[src/servo_instruction_packet_framer_core_defines.svh]
// Assertion macros shared by the servo packet framer RTL.
// Expects clk_i and rst_ni in the scope of every use.
`ifndef SERVO_INSTRUCTION_PACKET_FRAMER_CORE_DEFINES_SVH
`define SERVO_INSTRUCTION_PACKET_FRAMER_CORE_DEFINES_SVH

// Property that must hold at every clock edge out of reset.
`define SIPF_ASSERT(lbl, prop, msg) \
  lbl: assert property (@(posedge clk_i) disable iff (!rst_ni) prop) else $error(msg);

// Condition that must never be true out of reset.
`define SIPF_NEVER(lbl, expr, msg) \
  lbl: assert property (@(posedge clk_i) disable iff (!rst_ni) !(expr)) else $error(msg);

`endif

[src/sipf_pkg.sv]
// Shared types and constants of the servo packet framer.
// No dependencies; used by every module of the framer.
`default_nettype none

package sipf_pkg;

  // Command codes
  localparam logic [2:0] CmdTorqueOff = 3'd0;
  localparam logic [2:0] CmdTorqueOn  = 3'd1;
  localparam logic [2:0] CmdCurMode   = 3'd2;
  localparam logic [2:0] CmdWriteCur  = 3'd3;
  localparam logic [2:0] CmdSyncWrite = 3'd4;

  // Configuration register indexes
  localparam int unsigned CfgIdxW = 2;
  localparam logic [CfgIdxW-1:0] CfgSyncFirst  = 2'd0;
  localparam logic [CfgIdxW-1:0] CfgSyncSecond = 2'd1;

  // Packet constants
  localparam logic [7:0] HdrFF       = 8'hFF;
  localparam logic [7:0] HdrFD       = 8'hFD;
  localparam logic [7:0] Zero8       = 8'h00;
  localparam logic [7:0] BcastId     = 8'hFE;
  localparam logic [7:0] InstrWrite  = 8'h03;
  localparam logic [7:0] InstrSync   = 8'h83;
  localparam logic [7:0] AddrTorque  = 8'h40;
  localparam logic [7:0] AddrMode    = 8'h0B;
  localparam logic [7:0] AddrCurrent = 8'h66;
  localparam logic [7:0] LenReg      = 8'h06;
  localparam logic [7:0] LenCur      = 8'h07;
  localparam logic [7:0] LenSync     = 8'h0D;
  localparam logic [7:0] SyncSize    = 8'h02;
  localparam logic [15:0] CrcPoly    = 16'h8005;

  // Byte positions
  localparam int unsigned IdxW = 5;
  localparam logic [IdxW-1:0] LastReg  = 5'd12;
  localparam logic [IdxW-1:0] LastCur  = 5'd13;
  localparam logic [IdxW-1:0] LastSync = 5'd19;

  // Command queue
  localparam int unsigned QDepth = 2;
  localparam int unsigned QPtrW  = 1;
  localparam int unsigned QCntW  = 2;

  typedef enum logic [1:0] {
    KindReg  = 2'd0,
    KindCur  = 2'd1,
    KindSync = 2'd2
  } kind_e;

  typedef struct packed {
    logic [2:0]  cmd;
    logic [7:0]  servo_id;
    logic signed [15:0] current_a;
    logic signed [15:0] current_b;
  } in_req_t;

  typedef struct packed {
    logic [7:0] tx_byte;
    logic       last;
  } out_rsp_t;

  // One classified command as handed to the back end
  typedef struct packed {
    kind_e       kind;
    logic [7:0]  id;
    logic [7:0]  len;
    logic [7:0]  instr;
    logic [7:0]  addr;
    logic [7:0]  val;
    logic [15:0] ca;
    logic [15:0] cb;
    logic [7:0]  id1;
    logic [7:0]  id2;
  } desc_t;

endpackage

`default_nettype wire

[src/servo_instruction_packet_framer_core.sv]
// Top level of the servo-bus instruction packet framer.
// Depends on sipf_pkg, sipf_front, sipf_queue and sipf_back.
//
//   port group  dir  handshake            payload
//   in          in   in_valid_i/stall_o   in_req_i  (cmd, servo_id, current_a, current_b)
//   out         out  out_valid_o/stall_i  out_rsp_o (tx_byte, last)
//   cfg         in   cfg_valid_i/ready_o  cfg_index_i, cfg_data_i
//
// One packet byte leaves per cycle unless the output stalls: a packet is 13 (torque,
// current mode), 14 (write current) or 20 (sync write) bytes long, set by the back end's
// byte sequencer and its bytewise CRC-16 update.
// Reset loads sync IDs 10 and 11 and empties the two-entry command queue.
// Output stalls hold the back end; the front keeps taking commands until
// the queue is full. Unused command codes are taken and dropped.
`default_nettype none

module servo_instruction_packet_framer_core (
  input  wire logic                         clk_i,
  input  wire logic                         rst_ni,
  input  wire logic                         in_valid_i,
  output logic                              in_stall_o,
  input  wire sipf_pkg::in_req_t            in_req_i,
  output logic                              out_valid_o,
  input  wire logic                         out_stall_i,
  output sipf_pkg::out_rsp_t                out_rsp_o,
  input  wire logic                         cfg_valid_i,
  output logic                              cfg_ready_o,
  input  wire logic [sipf_pkg::CfgIdxW-1:0] cfg_index_i,
  input  wire logic [7:0]                   cfg_data_i
);

  // Front to queue
  logic            push;
  sipf_pkg::desc_t push_desc;
  logic            q_full;

  // Queue to back
  logic            head_valid;
  sipf_pkg::desc_t head;
  logic            pop;

  // Accept a request, snapshot the sync IDs, classify
  sipf_front u_front (
    .clk_i       (clk_i),
    .rst_ni      (rst_ni),
    .in_valid_i  (in_valid_i),
    .in_stall_o  (in_stall_o),
    .in_req_i    (in_req_i),
    .cfg_valid_i (cfg_valid_i),
    .cfg_ready_o (cfg_ready_o),
    .cfg_index_i (cfg_index_i),
    .cfg_data_i  (cfg_data_i),
    .q_full_i    (q_full),
    .push_o      (push),
    .push_desc_o (push_desc)
  );

  // Decouple the request side from the byte stream
  sipf_queue u_queue (
    .clk_i        (clk_i),
    .rst_ni       (rst_ni),
    .push_i       (push),
    .push_desc_i  (push_desc),
    .full_o       (q_full),
    .head_valid_o (head_valid),
    .head_o       (head),
    .pop_i        (pop)
  );

  // Stream packet bytes with CRC; drop the descriptor after the last byte
  sipf_back u_back (
    .clk_i        (clk_i),
    .rst_ni       (rst_ni),
    .head_valid_i (head_valid),
    .head_i       (head),
    .pop_o        (pop),
    .out_valid_o  (out_valid_o),
    .out_stall_i  (out_stall_i),
    .out_rsp_o    (out_rsp_o)
  );

endmodule

`default_nettype wire

[src/sipf_front.sv]
// Front end: accepts commands, holds the sync IDs, classifies into descriptors.
// Depends on sipf_pkg.
`default_nettype none

module sipf_front (
  input  wire logic                         clk_i,
  input  wire logic                         rst_ni,
  input  wire logic                         in_valid_i,
  output logic                              in_stall_o,
  input  wire sipf_pkg::in_req_t            in_req_i,
  input  wire logic                         cfg_valid_i,
  output logic                              cfg_ready_o,
  input  wire logic [sipf_pkg::CfgIdxW-1:0] cfg_index_i,
  input  wire logic [7:0]                   cfg_data_i,
  input  wire logic                         q_full_i,
  output logic                              push_o,
  output sipf_pkg::desc_t                   push_desc_o
);

  logic [7:0] sync_first_q, sync_first_d;
  logic [7:0] sync_second_q, sync_second_d;
  logic       known;
  logic       accept;

  assign cfg_ready_o = 1'b1;
  assign in_stall_o  = q_full_i;
  assign accept      = in_valid_i && !q_full_i;

  always_comb begin
    sync_first_d  = sync_first_q;
    sync_second_d = sync_second_q;
    if (cfg_valid_i) begin
      if (cfg_index_i == sipf_pkg::CfgSyncFirst) begin
        sync_first_d = cfg_data_i;
      end else if (cfg_index_i == sipf_pkg::CfgSyncSecond) begin
        sync_second_d = cfg_data_i;
      end
    end
  end

  always_ff @(posedge clk_i or negedge rst_ni) begin
    if (!rst_ni) begin
      sync_first_q  <= 8'd10;
      sync_second_q <= 8'd11;
    end else begin
      sync_first_q  <= sync_first_d;
      sync_second_q <= sync_second_d;
    end
  end

  // Classify; unused codes are taken and dropped
  always_comb begin
    push_desc_o.kind  = sipf_pkg::KindReg;
    push_desc_o.id    = in_req_i.servo_id;
    push_desc_o.len   = sipf_pkg::LenReg;
    push_desc_o.instr = sipf_pkg::InstrWrite;
    push_desc_o.addr  = sipf_pkg::AddrTorque;
    push_desc_o.val   = sipf_pkg::Zero8;
    push_desc_o.ca    = in_req_i.current_a;
    push_desc_o.cb    = in_req_i.current_b;
    push_desc_o.id1   = sync_first_q;
    push_desc_o.id2   = sync_second_q;
    known             = 1'b1;
    unique case (in_req_i.cmd)
      sipf_pkg::CmdTorqueOff: begin
      end
      sipf_pkg::CmdTorqueOn: begin
        push_desc_o.val = 8'h01;
      end
      sipf_pkg::CmdCurMode: begin
        push_desc_o.addr = sipf_pkg::AddrMode;
      end
      sipf_pkg::CmdWriteCur: begin
        push_desc_o.kind = sipf_pkg::KindCur;
        push_desc_o.len  = sipf_pkg::LenCur;
        push_desc_o.addr = sipf_pkg::AddrCurrent;
      end
      sipf_pkg::CmdSyncWrite: begin
        push_desc_o.kind  = sipf_pkg::KindSync;
        push_desc_o.id    = sipf_pkg::BcastId;
        push_desc_o.len   = sipf_pkg::LenSync;
        push_desc_o.instr = sipf_pkg::InstrSync;
        push_desc_o.addr  = sipf_pkg::AddrCurrent;
      end
      default: begin
        known = 1'b0;
      end
    endcase
  end

  assign push_o = accept && known;

endmodule

`default_nettype wire

[src/sipf_queue.sv]
// Two-entry descriptor queue between front and back end.
// Depends on sipf_pkg and the assertion macro header.
`default_nettype none

`include "servo_instruction_packet_framer_core_defines.svh"

module sipf_queue (
  input  wire logic            clk_i,
  input  wire logic            rst_ni,
  input  wire logic            push_i,
  input  wire sipf_pkg::desc_t push_desc_i,
  output logic                 full_o,
  output logic                 head_valid_o,
  output sipf_pkg::desc_t      head_o,
  input  wire logic            pop_i
);

  sipf_pkg::desc_t                 mem_q [sipf_pkg::QDepth];
  logic [sipf_pkg::QPtrW-1:0]      wr_ptr_q, wr_ptr_d;
  logic [sipf_pkg::QPtrW-1:0]      rd_ptr_q, rd_ptr_d;
  logic [sipf_pkg::QCntW-1:0]      count_q, count_d;

  assign full_o       = (count_q == sipf_pkg::QCntW'(sipf_pkg::QDepth));
  assign head_valid_o = (count_q != '0);
  assign head_o       = mem_q[rd_ptr_q];

  always_comb begin
    wr_ptr_d = push_i ? wr_ptr_q + 1'b1 : wr_ptr_q;
    rd_ptr_d = pop_i ? rd_ptr_q + 1'b1 : rd_ptr_q;
    count_d  = count_q;
    if (push_i && !pop_i) begin
      count_d = count_q + 1'b1;
    end else if (pop_i && !push_i) begin
      count_d = count_q - 1'b1;
    end
  end

  always_ff @(posedge clk_i or negedge rst_ni) begin
    if (!rst_ni) begin
      wr_ptr_q <= '0;
      rd_ptr_q <= '0;
      count_q  <= '0;
    end else begin
      wr_ptr_q <= wr_ptr_d;
      rd_ptr_q <= rd_ptr_d;
      count_q  <= count_d;
    end
  end

  always_ff @(posedge clk_i) begin
    if (push_i) begin
      mem_q[wr_ptr_q] <= push_desc_i;
    end
  end

  `SIPF_NEVER(a_no_overflow, push_i && full_o, "push into full command queue")
  `SIPF_NEVER(a_no_underflow, pop_i && !head_valid_o, "pop from empty command queue")

endmodule

`default_nettype wire

[src/sipf_back.sv]
// Back end: walks one descriptor byte by byte, runs the CRC, feeds the output register.
// Depends on sipf_pkg and the assertion macro header.
`default_nettype none

`include "servo_instruction_packet_framer_core_defines.svh"

module sipf_back (
  input  wire logic            clk_i,
  input  wire logic            rst_ni,
  input  wire logic            head_valid_i,
  input  wire sipf_pkg::desc_t head_i,
  output logic                 pop_o,
  output logic                 out_valid_o,
  input  wire logic            out_stall_i,
  output sipf_pkg::out_rsp_t   out_rsp_o
);

  logic [sipf_pkg::IdxW-1:0] idx_q, idx_d;
  logic [15:0]               crc_q, crc_d;
  logic                      out_valid_q, out_valid_d;
  sipf_pkg::out_rsp_t        out_q, out_d;
  logic                      adv;
  logic                      fire;
  logic [sipf_pkg::IdxW-1:0] last_idx;
  logic [7:0]                body_byte;
  logic [7:0]                sel_byte;
  logic                      is_crc;
  logic                      is_last;

  function automatic logic [15:0] crc_step(logic [15:0] c, logic [7:0] b);
    logic [15:0] r;
    int          k;
    r = c ^ {b, 8'h00};
    for (k = 0; k < 8; k++) begin
      r = r[15] ? ((r << 1) ^ sipf_pkg::CrcPoly) : (r << 1);
    end
    return r;
  endfunction

  // Advance when the output slot is free or being emptied
  assign adv  = !out_valid_q || !out_stall_i;
  assign fire = adv && head_valid_i;

  always_comb begin
    unique case (head_i.kind)
      sipf_pkg::KindReg:  last_idx = sipf_pkg::LastReg;
      sipf_pkg::KindCur:  last_idx = sipf_pkg::LastCur;
      default:            last_idx = sipf_pkg::LastSync;
    endcase
  end

  always_comb begin
    body_byte = sipf_pkg::Zero8;
    unique case (idx_q)
      5'd0, 5'd1: body_byte = sipf_pkg::HdrFF;
      5'd2:       body_byte = sipf_pkg::HdrFD;
      5'd3:       body_byte = sipf_pkg::Zero8;
      5'd4:       body_byte = head_i.id;
      5'd5:       body_byte = head_i.len;
      5'd6:       body_byte = sipf_pkg::Zero8;
      5'd7:       body_byte = head_i.instr;
      5'd8:       body_byte = head_i.addr;
      5'd9:       body_byte = sipf_pkg::Zero8;
      5'd10: begin
        unique case (head_i.kind)
          sipf_pkg::KindReg: body_byte = head_i.val;
          sipf_pkg::KindCur: body_byte = head_i.ca[7:0];
          default:           body_byte = sipf_pkg::SyncSize;
        endcase
      end
      5'd11: body_byte = (head_i.kind == sipf_pkg::KindCur) ? head_i.ca[15:8]
                                                             : sipf_pkg::Zero8;
      5'd12:   body_byte = head_i.id1;
      5'd13:   body_byte = head_i.ca[7:0];
      5'd14:   body_byte = head_i.ca[15:8];
      5'd15:   body_byte = head_i.id2;
      5'd16:   body_byte = head_i.cb[7:0];
      5'd17:   body_byte = head_i.cb[15:8];
      default: body_byte = sipf_pkg::Zero8;
    endcase
  end

  // Replace the tail with the CRC, low byte first
  always_comb begin
    is_last = (idx_q == last_idx);
    is_crc  = is_last || (idx_q == last_idx - 1'b1);
    if (is_last) begin
      sel_byte = crc_q[15:8];
    end else if (is_crc) begin
      sel_byte = crc_q[7:0];
    end else begin
      sel_byte = body_byte;
    end
  end

  always_comb begin
    idx_d       = idx_q;
    crc_d       = crc_q;
    out_valid_d = out_valid_q;
    out_d       = out_q;
    pop_o       = 1'b0;
    if (fire) begin
      out_valid_d   = 1'b1;
      out_d.tx_byte = sel_byte;
      out_d.last    = is_last;
      if (is_last) begin
        idx_d = '0;
        crc_d = '0;
        pop_o = 1'b1;
      end else begin
        idx_d = idx_q + 1'b1;
        if (!is_crc) begin
          crc_d = crc_step(crc_q, sel_byte);
        end
      end
    end else if (adv) begin
      out_valid_d = 1'b0;
    end
  end

  always_ff @(posedge clk_i or negedge rst_ni) begin
    if (!rst_ni) begin
      idx_q       <= '0;
      crc_q       <= '0;
      out_valid_q <= 1'b0;
    end else begin
      idx_q       <= idx_d;
      crc_q       <= crc_d;
      out_valid_q <= out_valid_d;
    end
  end

  always_ff @(posedge clk_i) begin
    out_q <= out_d;
  end

  assign out_valid_o = out_valid_q;
  assign out_rsp_o   = out_q;

  `SIPF_ASSERT(a_idx_range, (idx_q <= sipf_pkg::LastSync), "byte index past longest packet")
  `SIPF_ASSERT(a_crc_clear, (idx_q == '0) |-> (crc_q == '0), "CRC not cleared at packet start")
  `SIPF_ASSERT(a_last_wraps, (out_valid_q && out_q.last) |-> (idx_q == '0), "index not rewound")

endmodule

`default_nettype wire
[config.mk]
export PLATFORM = sky130hd
export DESIGN_NAME = servo_instruction_packet_framer_core
export DESIGN_NICKNAME = d
export VERILOG_FILES = /design/src/sipf_pkg.sv /design/src/servo_instruction_packet_framer_core.sv /design/src/sipf_front.sv /design/src/sipf_queue.sv /design/src/sipf_back.sv
export VERILOG_INCLUDE_DIRS = /design/src /design/src/src
export SDC_FILE = /design/constraint.sdc
export NUM_CORES = 1
export LEC_CHECK = 0
export BUFFER_PORTS_ARGS = -buffer_cell sky130_fd_sc_hd__buf_2
export CORE_ASPECT_RATIO = 1.75
export CORE_UTILIZATION = 55
export DETAILED_ROUTE_END_ITERATION = 10
export GPL_ROUTABILITY_DRIVEN = 0
export PLACE_DENSITY = 0.76
export SETUP_SLACK_MARGIN = 0.15
export SYNTH_ARGS = -nofsm -noshare
export SYNTH_HDL_FRONTEND = slang
export SYNTH_SLANG_ARGS = --single-unit
[constraint.sdc]
create_clock -name clk_i -period 4.6 [get_ports clk_i]
set_input_delay 0.23 -clock clk_i [delete_from_list [all_inputs] [get_ports clk_i]]
set_output_delay 0.23 -clock clk_i [all_outputs]
set_load 0.01 [all_outputs]
==> results by group, run 1 <==
Die
  – Initial core utilization: 56.5%
  – Cell Rows: 59
  – Core Region: 14,900 um2
  – I/O pins: 70
  – Die Y: 166 um
  – Die area: 15,800 um2
  – Die X: 95.6 um

Yosys
  – Seq/Total Area, Yosys: 62.8%
  – Top-area cell type share of the netlist area: 50.2%
  – Synth area leader: edfxtp_1
  – Combinational family with the most area after synthesis: compound AO/OA/AOI/OAI gates
  – Mapped Cells: 582
  – Post-synthesis compound-gate area fraction: 12.1%
  – Adder-Cell Fraction of Synth Area: 0.891%
  – Post-synth top flop: edfxtp_1
  – Mux contribution to synthesized area: 8.73%
  – Cell with the most instances after synthesis: edfxtp_1
  – Flops & latches, synth: 183
  – Count of flip-flops with a built-in enable after synthesis: 141
  – XOR/XNOR share of the synthesized area: 2.42%
  – Netlist cell types: 87
  – Synth Area in Simple Gates: 9.69%
  – Synth top cells by count: edfxtp_1, mux2i_1, dfrtp_1, nor2_1, mux2_2
  – Total nets after synthesis: 646
  – Yosys warns: 0
  – Synthesized area: 8430 um2
  – Async SR Flop Fraction: 23.0%
  – Syn Area/Cell: 14.5 um2
  – Synth top area cells: edfxtp_1, dfrtp_1, mux2i_1

Timing
  – Pins Over Slew Limit: 0
  – Slew HR: 32.5%
  – Setup_tns: 0 ns
  – Final WS setup: 0.448 ns
  – Tcrit/Tclk final: 90.3%
  – Final setup viols: 0
  – Max Freq: 241 MHz
  – Clock Skew: 0.0136 ns
  – Worst-Margin Slew: 1.01 ns
  – Hold Vio Cnt, Final: 0
  – RSZ-0062 raised after global routing: false
  – Min Tclk post-route: 4.15 ns

Global route
  – Vias in the first global route: 5,535
  – Largest net degree at the start of global routing: 67
  – GRT Util Overall: 25.5%
  – Initial antenna violation count: 0
  – First-pass GRT wire length: 29,800 um
  – Total grt overflow: 0

Routing
  – Drt pass-1 iters: 5
  – Residual DRC count: 0
  – DR iter-0 viols: 612
  – Total Wirelength: 18,800 um
  – Routed vias: 5,414
  – Wire per inst: 21.4 um
  – Vias per cell: 6.18
  – Post-route ant nets: 0

Clocking
  – Worst skew pair latency: 0.43 ns
  – # H-tree levels: 4
  – Clk sinks: 183
  – Clk slew on worst S/H paths: 0.08 ns
  – Root buffer cell: clkbuf_16
  – CTS Buf Count: 17
  – Clock Path Buffers: 2
  – Post-CTS Resized: 0
  – CTS tree: done

Critical path
  – Crit-path max FO: 28
  – RR Endpoint: u_back.crc_q[15]$_DFFE_PN0P_
  – Worst Path Required: 4.92 ns
  – R2R Path Start: u_back.idx_q[3]$_DFFE_PN0P_
  – Critical-path top delay cell: dfrtp_1
  – Worst setup EP type: flop
  – Worst path max stage delay: 0.87 ns
  – Crit path kind: flop to flop
  – Critical path startpoint category: flop
  – Buf/Inv on CP: 1
  – R2R Setup Slk: 0.45 ns
  – Worst Reg-to-Reg Cells: 12
  – Worst EP arrival: 4.48 ns
  – Top delay family on crit path: simple AND/OR/NAND/NOR gates
  – Crit-path cells: and4bb_2 -> mux2i_1 -> or3_1 -> inv_4 -> nor2_1 -> a221oi_1 -> a31oi_2 -> xnor2_2 -> xor2_2 -> xnor2_1 -> nand2_1 -> a31o_1

Placed design
  – Dpl hpwl: 12,900 um
  – Post-place setup slack: 0.516 ns
  – Number of port buffers: 68

Status
  – Status: completed

Power and ir drop
  – Static leakage: 3.68 nW
  – Peak supply drop: 0.363 mV
  – Pwr dens: 735 nW/um2

Finish
  – Area grow syn2layout: 16.0%
  – Final nets: 744
  – Antenna cells: 0
  – Layout cells sized above 1: 25.0%

Hold path
  – Cell depth of the worst min-delay path: 3
  – Hold endpoint: u_back.out_valid_o$_DFFE_PN0P_
  – Type of the worst min-delay path: primary input to flop
  – Hold Crit Start: out_stall_i

Run
  – Max-cap viol count: 0
## worst max path at each step
| stage | from | endpoint | slack [ns] | cells after the start |
|---|---|---|---|---|
| global route | u_back.idx_q[3]$_DFFE_PN0P_ | u_back.crc_q[15]$_DFFE_PN0P_ | 0.21 | 12 |
| detailed placement | u_back.idx_q[3]$_DFFE_PN0P_ | u_back.crc_q[15]$_DFFE_PN0P_ | 0.52 | 12 |
| floorplan | u_queue.count_q[1]$_DFFE_PN0P_ | u_queue.mem_q[0][0]$_DFFE_PP_ | 0.55 | 3 |
| CTS | u_back.idx_q[3]$_DFFE_PN0P_ | u_back.crc_q[15]$_DFFE_PN0P_ | 0.52 | 12 |
| global placement | u_back.idx_q[3]$_DFFE_PN0P_ | u_back.crc_q[15]$_DFFE_PN0P_ | 0.66 | 12 |
| finish | u_back.idx_q[3]$_DFFE_PN0P_ | u_back.crc_q[15]$_DFFE_PN0P_ | 0.45 | 12 |
## area by class of cell
type                    instances  area, um2
inverters                      17       66.3
well taps                     183        229
fillers                      1080       5130
multi-input cells             353       2860
repair buffers                108        733
clock inverters                15        175
flip-flops and latches        183       5290
clock buffers                  17        425
## layout by cell type, fill, tap and decap left out, types with 4 or more instances in the layout
cell type,n
a22oi_1,4
o21ai_1,4
nor4_2,4
mux2i_1,45
xor2_1,5
buf_4,7
inv_1,15
buf_2,68
nor3_1,11
nand3_1,5
inv_6,4
o21ai_0,14
nand3b_1,5
clkinv_8,4
a21oi_1,13
inv_8,4
nor2b_1,4
o22ai_1,19
dfrtp_1,36
clkbuf_16,17
a211oi_1,6
dlygate4sd3_1,32
nand4bb_1,7
nand2_1,21
nand2b_1,14
nor2_1,25
a22o_1,14
mux2_2,22
o211ai_1,11
ha_1,6
edfxtp_1,141
xnor2_1,9
dfstp_2,5
## power breakdown
group	leakage [nW]	switching (mW)	internal (mW)	total (mW)
sequential	1.80	0.299	2.25	2.55
combinational	1.59	1.81	1.38	3.18
clock	0.295	0.713	0.739	1.45
## metrics by stage
step / hold WS, ns / utilization (%) / std cells / total power, mW / instance area (um2)
floorplan: -0.0656 / - / 582 / 5.01 / 8430
finish: 0.0133 / 65.6 / 876 / 7.19 / 9780
global route: 0.000377 / 65.6 / 876 / 7.56 / 9780
CTS: 0.000945 / 65.5 / 874 / 7.16 / 9760
global placement: 0.417 / 59.4 / 812 / 5.54 / 8860
detailed placement: 0.421 / 59.4 / 812 / 5.69 / 8860
## what timing repair did
item                                   in CTS  in global routing
hold buffers                               30                  2
setup buffers                               0                  0
endpoints found under the hold margin      68                  3
## flip-flops by register name (all words and copies together), names as in the netlist
signal and cells:
u_back.out_valid_o 1, u_queue.mem_q 132, u_front.sync_first_q 8, u_back.out_rsp_o 9, u_back.idx_q 5, u_front.sync_second_q 8
u_queue.rd_ptr_q 1, u_queue.count_q 2, u_queue.wr_ptr_q 1, u_back.crc_q 16
## kinds of logic after synthesis
kind of cell             after synthesis
flip-flops                           183
AND/OR/NAND/NOR                      131
AO/OA/AOI/OAI                        126
multiplexers                          70
buffers and inverters                 46
XOR/XNOR                              19
adder cells (fa/ha/maj)                6
other                                  1
## metal layers
layer / share of wire [%] / vias to the layer above / global-route usage (%)
li1: - / 2457 / -
met1: 36 / 2684 / 29.4
met2: 54 / 203 / 43.9
met3: 3.9 / 70 / 4.03
met4: 6.1 / 0 / 14.6
met5: 0 / - / 0
## worst min-delay path: stages
cell     delay, ns
buf_2         0.07
nand2_1       0.05
nand2_1       0.06
No activity file was read; power rests on OpenSTA's default activity.
==> run 2, diff against run 1 <==
--- a/config.mk
+++ b/config.mk
@@ -8,11 +8,12 @@
 export LEC_CHECK = 0
 export BUFFER_PORTS_ARGS = -buffer_cell sky130_fd_sc_hd__buf_2
 export CORE_ASPECT_RATIO = 1.75
-export CORE_UTILIZATION = 55
+export CORE_UTILIZATION = 50
 export DETAILED_ROUTE_END_ITERATION = 10
 export GPL_ROUTABILITY_DRIVEN = 0
-export PLACE_DENSITY = 0.76
-export SETUP_SLACK_MARGIN = 0.15
+export GPL_TIMING_DRIVEN = 0
+export PLACE_DENSITY = 0.71
+export SETUP_SLACK_MARGIN = 0.2
 export SYNTH_ARGS = -nofsm -noshare
 export SYNTH_HDL_FRONTEND = slang
 export SYNTH_SLANG_ARGS = --single-unit
==> results by group, run 2 (same netlist as run 1, synthesis figures left out) <==
Timing
  – Setup_tns: 0 ns (unchanged)
  – RSZ-0062 raised after global routing: false (unchanged)
  – Final setup viols: 0 (unchanged)
  – Tcrit/Tclk final: 88.6% (was 90.3%)
  – Min Tclk post-route: 4.07 ns (was 4.15 ns)
  – Pins Over Slew Limit: 0 (unchanged)
  – Worst hold slack: -0.0309 ns (was 0.0133 ns)
  – Worst-Margin Slew: 1.27 ns (was 1.01 ns)
  – Clock Skew: 0.00678 ns (was 0.0136 ns)
  – Hold Vio Cnt, Final: 26 (was 0)
  – Slew HR: 14.9% (was 32.5%)
  – Max Freq: 245 MHz (was 241 MHz)

Die
  – Initial core utilization: 51.3% (was 56.5%)
  – Cell Rows: 62 (was 59)
  – I/O pins: 70 (unchanged)
  – Die X: 100 um (was 95.6 um)
  – Die Y: 174 um (was 166 um)
  – Core Region: 16,400 um2 (was 14,900 um2)
  – Die area: 17,400 um2 (was 15,800 um2)

Finish
  – Area of the multi-input gates: 2860 um2 (about the same)
  – Commonest non-fill, non-tap cell in the layout: edfxtp_1 (unchanged)
  – Most frequent cells in the layout: edfxtp_1, buf_2, mux2i_1 (unchanged)
  – Layout cells sized above 1: 26.1% (was 25.0%)
  – Top reg by flops: u_queue.mem_q (unchanged)
  – Area grow syn2layout: 18.2% (was 16.0%)
  – Fill count: 1,307 (was 1,080)
  – Reg area: 5290 um2 (about the same)
  – Antenna cells: 0 (unchanged)
  – Post-Layout Cell Count: 938 (was 876)
  – Max FFs per register: 132 (unchanged)
  – Final nets: 765 (was 744)

Clocking
  – # H-tree levels: 4 (unchanged)
  – Clock Path Buffers: 2 (unchanged)
  – Worst skew pair latency: 0.44 ns (was 0.43 ns)
  – CTS Buf Count: 17 (unchanged)
  – Root buffer cell: clkbuf_16 (unchanged)
  – Clk sinks: 183 (unchanged)
  – Clk slew on worst S/H paths: 0.07 ns (was 0.08 ns)
  – CTS tree: done (unchanged)

Global route
  – Vias in the first global route: 5,773 (was 5,535)
  – Largest net degree at the start of global routing: 67 (unchanged)
  – Total grt overflow: 0 (unchanged)
  – Initial antenna violation count: 0 (unchanged)
  – First-pass GRT wire length: 30,200 um (was 29,800 um)
  – GRT Util Overall: 23.6% (was 25.5%)

Critical path
  – Critical path startpoint category: flop (unchanged)
  – Worst path max stage delay: 0.90 ns (was 0.87 ns)
  – Critical-path top delay cell: nor4bb_1 (was dfrtp_1)
  – R2R Path Start: u_back.idx_q[1]$_DFFE_PN0P_ (was u_back.idx_q[3]$_DFFE_PN0P_)
  – Worst Reg-to-Reg Cells: 13 (was 12)
  – Crit-path max FO: 9 (was 28)
  – Buf/Inv on CP: 2 (was 1)
  – RR Endpoint: u_back.crc_q[15]$_DFFE_PN0P_ (unchanged)
  – Worst EP arrival: 4.41 ns (was 4.48 ns)
  – Worst Path Required: 4.93 ns (was 4.92 ns)
  – Worst setup EP type: flop (unchanged)
  – Top delay family on crit path: compound AO/OA/AOI/OAI gates (was simple AND/OR/NAND/NOR gates)
  – Crit-path cells: inv_1 -> ha_1 -> clkbuf_1 -> nor4bb_1 -> a21oi_1 -> o221ai_2 -> a2111oi_4 -> a211oi_2 -> xnor2_2 -> xor2_2 -> xnor2_1 -> nand2_1 -> a31o_1 (was and4bb_2 -> mux2i_1 -> or3_1 -> inv_4 -> nor2_1 -> a221oi_1 -> a31oi_2 -> xnor2_2 -> xor2_2 -> xnor2_1 -> nand2_1 -> a31o_1)
  – Crit path kind: flop to flop (unchanged)
  – R2R Setup Slk: 0.53 ns (was 0.45 ns)

Placed design
  – Dpl hpwl: 14,000 um (was 12,900 um)
  – DP Cell Count: 875 (was 812)
  – Number of port buffers: 68 (unchanged)

Status
  – Violated checks: negative hold slack
  – Status: complete, but fails checks (was completed)

Power and ir drop
  – Pwr dens: 728 nW/um2 (was 735 nW/um2)
  – Static leakage: 3.74 nW (was 3.68 nW)
  – Design Power: 7.25 mW (was 7.19 mW)
  – Peak supply drop: 0.500 mV (was 0.363 mV)

Routing
  – Wire per inst: 21.0 um (was 21.4 um)
  – DR iter-0 viols: 451 (was 612)
  – Routed vias: 5,565 (was 5,414)
  – Residual DRC count: 0 (unchanged)
  – Post-route ant nets: 0 (unchanged)
  – Drt pass-1 iters: 6 (was 5)
  – Vias per cell: 5.93 (was 6.18)
  – Total Wirelength: 19,700 um (was 18,800 um)

Hold path
  – Type of the worst min-delay path: primary input to asynchronous set/reset pin (was primary input to flop)

Run
  – Max-cap viol count: 0 (unchanged)
[run 2: changes by cell type in the layout (fill, tap and decap cells not counted), sizes merged, moves of 2 or more]
cell,delta
clkinv,-3
clkbuf,+8
buf,+16
clkinvlp,+2
inv,-2
[run 2: cell type report]
type	instances	share of cell area [%]
Sequential cell	183	53.1
Tap cell	224	2.81
Multi-Input combinational cell	353	28.7
Buffer	29	2.21
Clock inverter	13	1.38
Timing Repair Buffer	100	6.73
Inverter	17	0.666
Clock buffer	19	4.35
[run 2: how the worst max path moves through the flow]
stage	startpoint	to	slack, ns	cells past startpoint
floorplan	u_queue.count_q[1]$_DFFE_PN0P_	u_queue.mem_q[0][0]$_DFFE_PP_	0.55	3
global placement	in_req_i[40]	u_queue.mem_q[0][18]$_DFFE_PP_	-0.67	4
detailed placement	u_back.idx_q[0]$_DFFE_PN0P_	u_back.crc_q[15]$_DFFE_PN0P_	0.63	14
CTS	u_back.idx_q[0]$_DFFE_PN0P_	u_back.crc_q[15]$_DFFE_PN0P_	0.63	15
global route	u_back.idx_q[1]$_DFFE_PN0P_	u_back.crc_q[15]$_DFFE_PN0P_	0.32	13
finish	u_back.idx_q[1]$_DFFE_PN0P_	u_back.crc_q[15]$_DFFE_PN0P_	0.53	13
[run 2: metal layers]
layer / GRT usage [%] / wire length [um] / up-vias
li1: - / - / 2514
met1: 24.4 / 7070 / 2760
met2: 42.4 / 10600 / 210
met3: 3.83 / 674 / 81
met4: 16.5 / 1340 / 0
met5: 0 / 0 / -
[run 2: report_power, final]
| group | leakage [nW] | total, mW | switching, mW | internal (mW) |
|---|---|---|---|---|
| logic | 1.67 | 3.35 | 1.90 | 1.45 |
| registers | 1.80 | 2.48 | 0.222 | 2.25 |
| clock network | 0.273 | 1.43 | 0.663 | 0.764 |
[run 2: worst reg2reg max path, cell delays in order (launching register included)]
cell	delay, ns
dfrtp_1	0.44
inv_1	0.18
ha_1	0.17
clkbuf_1	0.31
nor4bb_1	0.90
a21oi_1	0.11
o221ai_2	0.35
a2111oi_4	0.12
a211oi_2	0.40
xnor2_2	0.21
xor2_2	0.28
xnor2_1	0.18
nand2_1	0.09
a31o_1	0.22
[run 2: what timing repair did]
action	4_1_cts	5_1_grt
setup buffers	0	0
hold endpoints to repair	60	2
resized for setup	0	0
endpoints found under the setup margin	0	0
hold buffers	30	1
[run 2: metrics by stage]
stage | utilization, % | area, um2 | worst slack [ns]
CTS | 60.5 | 9950 | 0.631
floorplan | - | 8430 | 0.552
finish | 60.6 | 9960 | 0.526
global route | 60.6 | 9960 | 0.320
detailed placement | 55.2 | 9080 | 0.634
global placement | 55.0 | 9050 | -0.674
==> run 3, diff against run 2 <==
--- a/config.mk
+++ b/config.mk
@@ -13,6 +13,7 @@
 export GPL_ROUTABILITY_DRIVEN = 0
 export GPL_TIMING_DRIVEN = 0
 export PLACE_DENSITY = 0.71
+export REMOVE_ABC_BUFFERS = 1
 export SETUP_SLACK_MARGIN = 0.2
 export SYNTH_ARGS = -nofsm -noshare
 export SYNTH_HDL_FRONTEND = slang
==> constraint.sdc (replaced) <==
create_clock -name clk_i -period 4.6 [get_ports clk_i]
set_input_delay 0.23 -clock clk_i [delete_from_list [all_inputs] [get_ports clk_i]]
set_output_delay 0.23 -clock clk_i [all_outputs]
set_load 0.005 [all_outputs]
==> results by group, run 3 (same netlist as run 1, synthesis figures left out) <==
Finish
  – Layout cells sized above 1: 24.6% (was 26.1%)
  – Post-Layout Cell Count: 911 (was 938)
  – Area of the multi-input gates: 2880 um2 (was 2860 um2)
  – Final nets: 738 (was 765)
  – Reg area: 5300 um2 (was 5290 um2)
  – Max FFs per register: 132 (unchanged)
  – Top reg by flops: u_queue.mem_q (unchanged)
  – Fill count: 1,330 (was 1,307)
  – Most frequent cells in the layout: edfxtp_1, buf_2, mux2i_1 (unchanged)
  – Final non-filler cell area: 9820 um2 (was 9960 um2)
  – Commonest non-fill, non-tap cell in the layout: edfxtp_1 (unchanged)
  – Area grow syn2layout: 16.5% (was 18.2%)
  – Final Util: 59.7% (was 60.6%)
  – Antenna cells: 0 (unchanged)

Die
  – Cell Rows: 62 (unchanged)
  – Initial core utilization: 51.3% (unchanged)
  – I/O pins: 70 (unchanged)
  – Die area: 17,400 um2 (unchanged)
  – Core Region: 16,400 um2 (unchanged)
  – Die Y: 174 um (unchanged)
  – Die X: 100 um (unchanged)

Global route
  – Initial antenna violation count: 0 (unchanged)
  – First-pass GRT wire length: 28,300 um (was 30,200 um)
  – Vias in the first global route: 5,331 (was 5,773)
  – GRT Util Overall: 22.0% (was 23.6%)
  – Largest net degree at the start of global routing: 67 (unchanged)
  – Total grt overflow: 0 (unchanged)

Power and ir drop
  – Combinational share of power: 43.9% (was 46.2%)
  – Static leakage: 3.66 nW (was 3.74 nW)
  – Clock share of power: 20.0% (was 19.7%)
  – Pwr dens: 721 nW/um2 (was 728 nW/um2)
  – Switching power: 2.72 mW (was 2.79 mW)
  – Pint: 4.36 mW (was 4.47 mW)
  – Peak supply drop: 0.547 mV (was 0.500 mV)
  – Sw Share: 38.4% (about the same)
  – Design Power: 7.08 mW (was 7.25 mW)
  – Flop pwr share: 36.1% (was 34.1%)

Clocking
  – Clock Path Buffers: 2 (unchanged)
  – CTS tree: done (unchanged)
  – CTS Buf Count: 17 (unchanged)
  – Worst skew pair latency: 0.43 ns (was 0.44 ns)
  – # H-tree levels: 4 (unchanged)
  – Clk sinks: 183 (unchanged)
  – Root buffer cell: clkbuf_16 (unchanged)
  – Postcts setup bufs: 0 (unchanged)
  – Clk slew on worst S/H paths: 0.08 ns (was 0.07 ns)

Timing
  – Worst-Margin Slew: 1.23 ns (was 1.27 ns)
  – Hold Vio Cnt, Final: 0 (was 26)
  – Tcrit/Tclk final: 86.6% (was 88.6%)
  – Min Tclk post-route: 3.98 ns (was 4.07 ns)
  – RSZ-0062 raised after global routing: false (unchanged)
  – Pins Over Slew Limit: 0 (unchanged)
  – Clock Skew: 0.00951 ns (was 0.00678 ns)
  – Max Freq: 251 MHz (was 245 MHz)
  – Slew HR: 17.8% (was 14.9%)
  – Final setup viols: 0 (unchanged)
  – Setup_tns: 0 ns (unchanged)

Critical path
  – Worst Reg-to-Reg Cells: 13 (unchanged)
  – Crit-path max FO: 10 (was 9)
  – Worst setup EP type: flop (unchanged)
  – R2R Path Start: u_back.idx_q[1]$_DFFE_PN0P_ (unchanged)
  – R2R Setup Slk: 0.62 ns (was 0.53 ns)
  – Worst EP arrival: 4.31 ns (was 4.41 ns)
  – CP Capture Point: u_back.crc_q[15]$_DFFE_PN0P_ (unchanged)
  – Critical path startpoint category: flop (unchanged)
  – Crit path kind: flop to flop (unchanged)
  – Worst Path Required: 4.93 ns (about the same)
  – RR Endpoint: u_back.crc_q[15]$_DFFE_PN0P_ (unchanged)
  – Worst setup path start: u_back.idx_q[1]$_DFFE_PN0P_ (unchanged)

Routing
  – Residual DRC count: 0 (unchanged)
  – Wire per inst: 19.9 um (was 21.0 um)
  – Post-route ant nets: 0 (unchanged)
  – Vias per cell: 5.75 (was 5.93)
  – Routed vias: 5,241 (was 5,565)
  – DR iter-0 viols: 300 (was 451)
  – Drt pass-1 iters: 5 (was 6)
  – Total Wirelength: 18,100 um (was 19,700 um)

Placed design
  – Dpl hpwl: 12,800 um (was 14,000 um)
  – Number of port buffers: 68 (unchanged)
  – DP Area: 8910 um2 (was 9080 um2)
  – DP Cell Count: 848 (was 875)

Hold path
  – Type of the worst min-delay path: primary input to flop (was primary input to asynchronous set/reset pin)

Status
  – Status: completed (was complete, but fails checks)

Run
  – Max-cap viol count: 0 (unchanged)
run 3: cell types whose count changed in the layout (fill, tap and decap cells not counted), moves of 2 or more:
cell,before,now
buf_4,4,0
inv_8,2,5
clkinvlp_4,2,0
buf_2,76,68
clkbuf_1,8,0
clkinv_8,0,2
buf_6,10,0
run 3: power groups by stage:
stage          Sequential [mW]  Clock (mW)  Combinational (mW)
3_3_place_gp              2.67           0                2.88
5_1_grt                   2.60        1.49                3.38
4_1_cts                   2.55        1.44                3.12
6_report                  2.55        1.42                3.11
2_1_floorplan             2.58           0                2.30
3_5_place_dp              2.58           0                3.09
run 3: layout make-up:
type / instances / area share, %
timing repair buffer: 102 / 7.31
clock buffer: 17 / 4.33
sequential: 183 / 53.9
multi-input combinational: 353 / 29.3
tap: 224 / 2.85
clock inverter: 15 / 1.58
inverter: 17 / 0.675
run 3: worst min path at each step:
stage	startpoint	endpoint	cells after the start
after floorplan	rst_ni	u_back.crc_q[0]$_DFFE_PN0P_	0
after global routing	in_req_i[24]	u_queue.mem_q[0][40]$_DFFE_PP_	1
after global placement	in_req_i[18]	u_queue.mem_q[0][34]$_DFFE_PP_	1
after CTS	in_req_i[24]	u_queue.mem_q[1][40]$_DFFE_PP_	1
final	in_req_i[24]	u_queue.mem_q[0][40]$_DFFE_PP_	1
after detailed placement	in_req_i[4]	u_queue.mem_q[0][20]$_DFFE_PP_	1
run 3: what timing repair did:
action | CTS | global route
endpoints found under the hold margin | 68 | 1
gates resized for setup | 0 | 2
setup endpoints to repair | 0 | 1
hold buffers | 30 | 1
run 3: worst max-delay path, stage by stage (launching register included):
cell	delay (ns)
dfrtp_1	0.44
inv_1	0.17
ha_1	0.42
nand4bb_1	0.55
o22ai_1	0.51
a211o_1	0.24
o211ai_1	0.13
o2bb2ai_2	0.19
xor2_2	0.21
xnor2_2	0.25
xor2_2	0.26
xnor2_1	0.19
nand2_1	0.08
a31o_1	0.22
run 3: per-stage QoR:
step           worst slack (ns)  hold WS [ns]
6_report                  0.618        0.0146
5_1_grt                   0.340       0.00484
4_1_cts                   0.389      0.000393
3_5_place_dp              0.396         0.422
3_3_place_gp              -1.31         0.417
2_1_floorplan            -0.190       -0.0656
run 3: layer usage:
metal	routed length [um]	global-route usage (%)	part of all wire (%)	vias to the layer above
met5	0	0	0	-
met4	759	12.1	4.2	0
met3	514	4.31	2.8	45
met2	10200	39.8	57	132
met1	6580	23.6	36	2606
li1	-	-	-	2458
